[src/rtl/hm1511_pkg.sv]
`timescale 1ns / 1ps
// ----------------------------------------------------------------------------
// hm1511_pkg: shared types and constants of the Hamming (15,11) stream decoder
// Widths of the codeword, data word and counters, and the structs that travel
// between the word decoder and the top level.
// ----------------------------------------------------------------------------
package hm1511_pkg;

  localparam int CODE_BITS = 15;
  localparam int DATA_BITS = 11;
  localparam int SYN_BITS  = 4;
  localparam int BYTE_BITS = 8;
  localparam int CNT_BITS  = 32;

  // One decoded codeword.
  typedef struct packed {
    logic [DATA_BITS-1:0] data;
    logic                 corrected;
  } dec_res_t;

  // Result bytes caused by one input beat, with the counters after it.
  typedef struct packed {
    logic [1:0]           cnt;
    logic [BYTE_BITS-1:0] b0;
    logic [BYTE_BITS-1:0] b1;
    logic [CNT_BITS-1:0]  bytes;
    logic [CNT_BITS-1:0]  corr;
  } res_grp_t;

endpackage

[src/rtl/hm1511_word_dec.sv]
`timescale 1ns / 1ps
// ----------------------------------------------------------------------------
// hm1511_word_dec: single codeword decoder
// Computes the syndrome of one 15-bit codeword, corrects a data bit it points
// at, and extracts the 11 data bits.
// ----------------------------------------------------------------------------
module hm1511_word_dec (
  input  logic [hm1511_pkg::CODE_BITS-1:0] code_word,
  output hm1511_pkg::dec_res_t             dec_res
);
  import hm1511_pkg::*;

  logic [SYN_BITS-1:0]  syn;
  logic                 fix;
  logic [CODE_BITS-1:0] fixed_word;

  // The syndrome is the XOR of the positions of all set bits.
  always_comb begin
    syn = '0;
    for (int p = 1; p <= CODE_BITS; p++) begin
      if (code_word[p-1]) begin
        syn = syn ^ SYN_BITS'(p);
      end
    end
  end

  // Only a syndrome naming a data position (not zero, not a power of two)
  // is corrected; one naming a parity bit is ignored.
  assign fix = (syn != '0) && ((syn & (syn - SYN_BITS'(1))) != '0);

  always_comb begin
    fixed_word = code_word;
    if (fix) begin
      fixed_word = code_word ^ (CODE_BITS'(1) << (syn - SYN_BITS'(1)));
    end
  end

  // Data positions 3, 5, 6, 7 and 9 through 15.
  assign dec_res.data = {fixed_word[14:8], fixed_word[6:4], fixed_word[2]};
  assign dec_res.corrected = fix;

endmodule

[src/rtl/hamming_15_11_stream_decoder_top.sv]
`timescale 1ns / 1ps
// ----------------------------------------------------------------------------
// hamming_15_11_stream_decoder_top: Hamming (15,11) byte stream decoder
// Repacks received bytes LSB first into 15-bit codewords, corrects single
// data-bit errors, and repacks the 11 data bits per word into output bytes.
// ----------------------------------------------------------------------------
//
//  Channel | Direction | tdata                                  | tlast
//  --------+-----------+----------------------------------------+-------------
//  in_     | slave     | [7:0] rx_byte                          | datagram_end
//  out_    | master    | [7:0] out_byte, [39:8] bytes_received, | run_last
//          |           | [71:40] corrected_words                |
//
// Each accepted beat is decoded in the cycle it is accepted: the bit
// accumulators and counters update at that edge and the zero, one or two
// result bytes it causes are written into a result register at the same
// edge. The result side holds two groups (head and tail); each group
// carries all results of one input beat. in_tready is low only while the
// tail is full. With the output always ready the tail fills only when a
// beat with results arrives right behind a two-byte group, and the input
// then pauses. A beat that yields two bytes leaves as two output beats.
// Reset clears the accumulators, counters and both result groups.
// ----------------------------------------------------------------------------
module hamming_15_11_stream_decoder_top (
  input  logic        clk,
  input  logic        rst_n,
  input  logic        in_tvalid,
  output logic        in_tready,
  input  logic [7:0]  in_tdata,   // [7:0] rx_byte
  input  logic        in_tlast,   // datagram_end
  output logic        out_tvalid,
  input  logic        out_tready,
  output logic [71:0] out_tdata,  // [7:0] out_byte, [39:8] bytes_received,
                                  // [71:40] corrected_words
  output logic        out_tlast   // run_last
);
  import hm1511_pkg::*;

  // Input accumulator holds fewer than 15 bits between beats, the output
  // accumulator fewer than 8.
  logic [CODE_BITS-2:0] in_bits_r,  in_bits_nxt;
  logic [3:0]           in_cnt_r,   in_cnt_nxt;
  logic [BYTE_BITS-2:0] out_bits_r, out_bits_nxt;
  logic [2:0]           out_cnt_r,  out_cnt_nxt;
  logic [CNT_BITS-1:0]  byte_cnt_r, byte_cnt_nxt;
  logic [CNT_BITS-1:0]  corr_cnt_r, corr_cnt_nxt;
  res_grp_t             head_r, head_nxt;
  res_grp_t             tail_r, tail_nxt;

  logic                 in_acc;
  logic                 out_acc;
  logic [21:0]          in_cat;
  logic [4:0]           in_sum;
  logic                 have_word;
  dec_res_t             dec_res;
  logic [17:0]          out_cat;
  logic [4:0]           out_sum;
  logic [1:0]           n_res;
  res_grp_t             new_grp;

  hm1511_word_dec u_word_dec (
    .code_word (in_cat[CODE_BITS-1:0]),
    .dec_res   (dec_res)
  );

  assign in_tready  = (tail_r.cnt == 2'd0);
  assign in_acc     = in_tvalid && in_tready;
  assign out_tvalid = (head_r.cnt != 2'd0);
  assign out_acc    = out_tvalid && out_tready;
  assign out_tdata  = {head_r.corr, head_r.bytes, head_r.b0};
  assign out_tlast  = (head_r.cnt == 2'd1);

  // Append the new byte above the bits already held, then take a codeword
  // off the bottom once 15 bits are present.
  always_comb begin
    in_cat    = 22'(in_bits_r) | (22'(in_tdata) << in_cnt_r);
    in_sum    = 5'(in_cnt_r) + 5'd8;
    have_word = (in_sum >= 5'(CODE_BITS));

    out_cat = 18'(out_bits_r);
    out_sum = 5'(out_cnt_r);
    if (have_word) begin
      out_cat = out_cat | (18'(dec_res.data) << out_cnt_r);
      out_sum = out_sum + 5'(DATA_BITS);
    end

    if (out_sum >= 5'd16) begin
      n_res = 2'd2;
    end else if (out_sum >= 5'd8) begin
      n_res = 2'd1;
    end else begin
      n_res = 2'd0;
    end

    byte_cnt_nxt = byte_cnt_r;
    corr_cnt_nxt = corr_cnt_r;
    in_bits_nxt  = in_bits_r;
    in_cnt_nxt   = in_cnt_r;
    out_bits_nxt = out_bits_r;
    out_cnt_nxt  = out_cnt_r;

    if (in_acc) begin
      byte_cnt_nxt = byte_cnt_r + CNT_BITS'(1);
      if (have_word && dec_res.corrected) begin
        corr_cnt_nxt = corr_cnt_r + CNT_BITS'(1);
      end
      if (have_word) begin
        // At most seven bits remain above the codeword.
        in_bits_nxt = {7'd0, in_cat[21:CODE_BITS]};
        in_cnt_nxt  = 4'(in_sum - 5'(CODE_BITS));
      end else begin
        in_bits_nxt = in_cat[CODE_BITS-2:0];
        in_cnt_nxt  = in_sum[3:0];
      end
      // At most two bytes leave; the remainder is always below eight bits.
      case (n_res)
        2'd2:    out_bits_nxt = {5'd0, out_cat[17:16]};
        2'd1:    out_bits_nxt = out_cat[8 +: BYTE_BITS-1];
        default: out_bits_nxt = out_cat[BYTE_BITS-2:0];
      endcase
      out_cnt_nxt = out_sum[2:0];
      // A datagram end drops the leftover bits and realigns.
      if (in_tlast) begin
        in_bits_nxt  = '0;
        in_cnt_nxt   = '0;
        out_bits_nxt = '0;
        out_cnt_nxt  = '0;
      end
    end

    new_grp.cnt   = n_res;
    new_grp.b0    = out_cat[7:0];
    new_grp.b1    = out_cat[15:8];
    new_grp.bytes = byte_cnt_nxt;
    new_grp.corr  = corr_cnt_nxt;
  end

  // Result groups: the head drains one byte per handshake, the tail moves
  // up when the head empties, and a new group goes to the first free slot.
  always_comb begin
    head_nxt = head_r;
    tail_nxt = tail_r;
    if (out_acc) begin
      head_nxt.cnt = head_r.cnt - 2'd1;
      head_nxt.b0  = head_r.b1;
    end
    if (head_nxt.cnt == 2'd0 && tail_r.cnt != 2'd0) begin
      head_nxt     = tail_r;
      tail_nxt.cnt = 2'd0;
    end
    if (in_acc && n_res != 2'd0) begin
      if (head_nxt.cnt == 2'd0) begin
        head_nxt = new_grp;
      end else begin
        tail_nxt = new_grp;
      end
    end
  end

  always_ff @(posedge clk) begin
    if (!rst_n) begin
      in_bits_r  <= '0;
      in_cnt_r   <= '0;
      out_bits_r <= '0;
      out_cnt_r  <= '0;
      byte_cnt_r <= '0;
      corr_cnt_r <= '0;
      head_r     <= '0;
      tail_r     <= '0;
    end else begin
      in_bits_r  <= in_bits_nxt;
      in_cnt_r   <= in_cnt_nxt;
      out_bits_r <= out_bits_nxt;
      out_cnt_r  <= out_cnt_nxt;
      byte_cnt_r <= byte_cnt_nxt;
      corr_cnt_r <= corr_cnt_nxt;
      head_r     <= head_nxt;
      tail_r     <= tail_nxt;
    end
  end

`ifndef SYNTHESIS
  // The tail only fills behind a busy head.
  a_tail_behind_head: assert property (@(posedge clk) disable iff (!rst_n)
    (tail_r.cnt != 2'd0) |-> (head_r.cnt != 2'd0))
    else $error("result tail holds a group while head is empty");

  // A group never holds more than two bytes.
  a_head_cnt: assert property (@(posedge clk) disable iff (!rst_n)
    (head_r.cnt != 2'd3) && (tail_r.cnt != 2'd3))
    else $error("result group count out of range");

  // A datagram end realigns both accumulators.
  a_realign: assert property (@(posedge clk) disable iff (!rst_n)
    (in_acc && in_tlast) |=> (in_cnt_r == 4'd0) && (out_cnt_r == 3'd0))
    else $error("alignment not reset after datagram end");

  // The byte counter advances by one on every accepted beat.
  a_byte_cnt: assert property (@(posedge clk) disable iff (!rst_n)
    in_acc |=> (byte_cnt_r == $past(byte_cnt_r) + CNT_BITS'(1)))
    else $error("byte counter did not advance on accepted beat");

  // The input accumulator never keeps a whole codeword.
  a_in_cnt: assert property (@(posedge clk) disable iff (!rst_n)
    in_cnt_r < 4'(CODE_BITS))
    else $error("input accumulator holds a full codeword");
`endif

endmodule

[config.mk]
export PLATFORM = sky130hd
export DESIGN_NAME = hamming_15_11_stream_decoder_top
export DESIGN_NICKNAME = d
export VERILOG_FILES = /design/src/rtl/hm1511_pkg.sv /design/src/rtl/hm1511_word_dec.sv /design/src/rtl/hamming_15_11_stream_decoder_top.sv
export SDC_FILE = /design/constraint.sdc
export NUM_CORES = 1
export LEC_CHECK = 0
export ABC_AREA = 1
export ABC_CLOCK_PERIOD_IN_PS = 5700
export CAP_MARGIN = 15
export CORE_ASPECT_RATIO = 1.4
export CORE_UTILIZATION = 25
export DETAILED_ROUTE_END_ITERATION = 10
export DONT_BUFFER_PORTS = 1
export PLACE_DENSITY = 0.44
export SYNTH_ARGS = -nofsm -noshare
export SYNTH_HDL_FRONTEND = slang
export SYNTH_HIERARCHICAL = 1
export SYNTH_SLANG_ARGS = --single-unit
[constraint.sdc]
create_clock -name clk -period 5.7 [get_ports clk]
set_clock_uncertainty 0.05 [all_clocks]
set_input_delay 1.14 -clock clk [delete_from_list [all_inputs] [get_ports clk]]
set_output_delay 1.14 -clock clk [all_outputs]
set_load 0.05 [all_outputs]
[Word-level counts from Yosys, hierarchy flattened]
Cells that the tools add are included.
Storage, ports and cells
  register bits after elaboration: 256
  bits of input ports: 13
  output and inout bits: 75
  logic and storage cells: 103
Operators by class
  add/subtract/negate cells: 7
  magnitude comparators: 3
  equal/unequal tests: 3
  shifts and indexed selects: 3
  muxes and demuxes: 37
  bitwise logic cells: 19
  reduce and logical (&&, ||, !) cells: 15
Operator list (number)
  $mux W82: 5
  $mux W32: 3
  $add A32 B1 Y32 const B: 2
  $mux W4: 10
  $mux W14: 2
  $or A14 B22 Y22: 1
  $shl A8 B4 Y22: 1
  $mux W18: 1
  $or A7 B18 Y18: 1
  $shl A11 B3 Y18: 1
  $mux W15: 1
  $mux W3: 5
  $shl A1 B4 Y15 const A: 1
  $xor A15 B15 Y15: 1
  $pmux W7 S2: 1
  $not A2 Y2: 6
  $not A3 Y3: 4
  $ge A5 B4 Y1 const B: 2
  $mux W10: 1
  $mux W2: 4
  $reduce_bool A4 Y1: 2
  $mux W7: 1
  $logic_and A1 B1 Y1: 6
  $logic_not A2 Y1: 3
  other kinds (16): 22

[Depth between registers and ports, before layout]
  depth after elaboration: 38
  mapped depth: 39
  gate-level depth less buffers: 37

[Cells and area by module]
The synthesis kept the hierarchy.
Modules (own cells, without submodules)
  hamming_15_11_stream_decoder_top: times used 1, cells an instance 2056, area an instance 13449.1 um^2, sequential area each 5124.9 um^2
  hm1511_word_dec: times used 1, cells an instance 215, area an instance 1087.3 um^2, sequential area each 0.0 um^2

[Least setup slack after synthesis]
Ideal clock, no wire load.
  path type: input-to-reg
  start point: input port in_tdata[6]
  end point: register head_r[64] (netlist name)
  data arrival time: 4360 ps
  required time: 5592 ps
  slack: 1232 ps
  cell stages on the path: 31
  path buffers: 1
  path through: or2_2 -> o21ai_0 -> nand2_1 -> nand2_1 -> nor2_1 -> nand2_1 -> nand3_1 -> inv_2 -> nand2_1 -> nand2_1 -> nand2_1 -> nand2_1 -> nand3_2 -> nand2_4 -> nand2_4 -> inv_4 -> nand3_1 -> ha_1 -> clkbuf_1 -> inv_1 -> nand2_1 -> xor2_1 -> nand2_1 -> nand2_1 -> nand2_1 -> nand3_1 -> nand2_1 -> o21ai_0 -> nand2_1 -> a21oi_1 -> o21a_1
RTL lines
  from (decl): line hamming_15_11_stream_decoder_top.sv:29  | input logic [7:0] in_tdata,
  to (signal assigned): line hamming_15_11_stream_decoder_top.sv:177  | head_r <= head_nxt;
  to (decl): line hamming_15_11_stream_decoder_top.sv:47  | res_grp_t head_r, head_nxt;

==> flow_metrics.tcl <==
set metrics [dict create \
    outcome "finished, final reports clean" \
    grt_pass1_wl_um 71500 \
    die_area_sq_um 59100 \
    ios 88 \
    hold_ws_ns 0.414 \
    maxCapViolations 0 \
    power.leakage_nw 6.70 \
    synth_area_leaders "dfxtp_1 (35%), nand2_1 (18%), nand3_1 (6.0%)" \
    cts_made_buffers 31 \
    hold_class "flip-flop to flip-flop" \
    min_period_over_period_pct 88.6 \
    portBuffers 0 \
    synth_top_cell_area_share_pct 35.3 \
    post-dp-hpwl_um 31300 \
    drc 0 \
    clockBufferDepth 3 \
    std_cell_rows 104 \
    synth-seq-area-share_pct 35.3 \
    postCtsSetupRepairBufs 0 \
    first_global_vias 12771 \
    die_height_um 287 \
    crit_type "flip-flop to flip-flop" \
    wl_per_cell_um 15.6 \
    core_sq_um 57500 \
    cp_common_cell "nand2_1" \
    cts.sinks 256 \
    routabilityCongestion 0.898 \
    setup_viol 0 \
    vdd_ir_drop_max_v 0.000210 \
    crit_slowest_cell "dfxtp_1" \
    firstDrtPassIters 5 \
    htree_num_levels 1 \
    syn_area_per_cell_sq_um 6.40 \
    layout_min_cycle_time_ns 5.05 \
    crit_fanout 17 \
    synth_top_area_cell "dfxtp_1" \
    synthCells 2271 \
    via_count 13145 \
    hold_buffers 0 \
    ys_seq_elements 256 \
    worst_pin_slew_ns 1.10 \
    ctsRootBufferMaster "clkbuf_16" \
    post_cts_resized 0 \
    synthArstFlopShare_pct 0 \
    rsz0062_at_grt "no" \
    cp-end-kind "flip-flop" \
    initial_core_util_pct 25.3 \
    drtIter0Drc 711 \
    slowest_delay_ns 0.72 \
    fmax_mhz 198 \
    synthFlopType "dfxtp_1" \
    synth_nets 2294 \
    wirelength_um 45300 \
    clk_pin_slew_ns 0.07 \
    hold_violations 0 \
    slew_headroom_pct 26.7 \
    required_ns 6.17 \
    cellPowerDensity_nw_per_um2 345 \
    antenna_found_initial 1 \
    track_usage_pct 15.3 \
    clkLatencyLatePin_ns 0.58 \
    grt_max_degree 122 \
    drive_above_1_share_pct 6.91 \
    slew_violations 0 \
    nFillCells 6439 \
    ys_warn_count 6 \
    grt_overflow 0 \
    fin_setup_tns_ns 0 \
    cts_tree "done" \
    antennaDiodeCount 0 \
    arrival_ns 5.52 \
    routed_via_density 4.53 \
    ant_nets 0 \
    layout.nets 2156 \
    worstSetupStartpointType "flip-flop" \
    synth_cell_types 47 \
    synth-edff-count 0 \
    syn2layout_area_growth_pct 6.89 \
    die_w_um 206 \
    netlist_area_sq_um 14500 \
]
## cell usage after synthesis, types with 13 or more instances
cell and number:
nand3b_1 16, buf_4 83, a21oi_1 146, dfxtp_1 256, a31oi_1 17, o21ai_0 129, nor2_2 13, buf_2 42
clkbuf_1 43, nand4_1 27, nand2_1 702, inv_1 215, nand3_1 175, xor2_1 33, nor2_1 233, inv_2 20
## per-layer routing
metal	routed length (um)	part of all wire [%]	vias to the layer above	track usage [%]
li1	-	-	6826	-
met1	18800	41	6072	17.1
met2	23600	52	182	29.3
met3	1940	4.3	63	2.52
met4	1050	2.3	2	4.30
met5	18	0.040	-	0
## metrics by stage
| step | instance area, sq um | utilization, % | total power [W] | cells | setup slack, ns |
|---|---|---|---|---|---|
| 2_1_floorplan | 14500 | - | 0.00319 | 2271 | 1.23 |
| 3_3_place_gp | 14500 | 25.2 | 0.00339 | 2842 | 0.211 |
| 3_5_place_dp | 14500 | 25.2 | 0.00339 | 2842 | 0.243 |
| 4_1_cts | 15500 | 27.0 | 0.00547 | 2899 | 0.530 |
| 5_1_grt | 15500 | 27.0 | 0.00568 | 2899 | 0.0929 |
| 6_report | 15500 | 27.0 | 0.00536 | 2899 | 0.649 |
## sequential cells by signal (all words and copies together), names as in the netlist
signal,count
tail_r,82
head_r,10
out_bits_r,7
out_cnt_r,3
corr_cnt_r,32
byte_cnt_r,32
out_tdata,72
in_cnt_r,4
in_bits_r,14
## area by class of cell
type / instances / area (sq um) / share of cell area, %
Clock buffer: 40 / 880 / 5.66
Clock inverter: 17 / 164 / 1.05
Inverter: 237 / 901 / 5.80
Multi-Input combinational cell: 1594 / 7400 / 47.6
Sequential cell: 256 / 5130 / 33.0
Tap cell: 742 / 928 / 5.98
Timing Repair Buffer: 13 / 135 / 0.870
## cells in the final DEF, fill, tap and decap left out, types with 10 or more instances in the layout
cell and n:
clkinv_2 10, nand3_1 174, nand3b_1 16, o21ai_0 129
nor2_2 13, xor2_1 33, a31oi_1 17, nand4_1 27
nor2_1 233, inv_2 17, o21ai_1 12, xnor2_1 10
buf_4 10, a21oi_1 146, nand2_2 11, ha_1 10
clkbuf_16 31, nand2_1 701, inv_1 214, dfxtp_1 255
## critical path: cells and delay by family, from the launching register on
family	cells	cell delay [ns]
and+or+nand+nor	20	2.11
xor gates and xnor gates	1	0.29
buffers and inverters	4	0.85
AOI/OAI and AO/OA	3	0.55
DFF	1	0.72
adders and majority gates	1	0.42
## logic make-up (layout without fill, tap and decap cells)
logic type	count (synthesis)	count (layout)	share of synthesized area, %
muxes	3	3	0.232
xor gates and xnor gates	44	44	2.70
adders and majority gates	10	10	0.861
buffers and inverters	421	307	14.0
AOI/OAI and AO/OA	324	324	11.8
DFF	256	256	35.3
and+or+nand+nor	1213	1213	35.2
## path summary, 6_finish.rpt
| check | start | to | slack, ns | cells past startpoint |
|---|---|---|---|---|
| hold / removal | out_bits_r[5] | out_bits_r[5] | 0.41 | 2 |
| setup reg to reg | in_cnt_r[1] | head_r[64] | 0.65 | 29 |
| hold reg to reg | out_bits_r[5] | out_bits_r[5] | 0.41 | 2 |
| setup / recovery | in_cnt_r[1] | head_r[64] | 0.65 | 29 |
## where the power goes
group | total (W) | switching, W | internal (W)
registers | 0.00226 | 0.000328 | 0.00193
clock network | 0.00203 | 0.000851 | 0.00118
logic | 0.00107 | 0.000752 | 0.000323
Power figures use the tool's default switching activity.
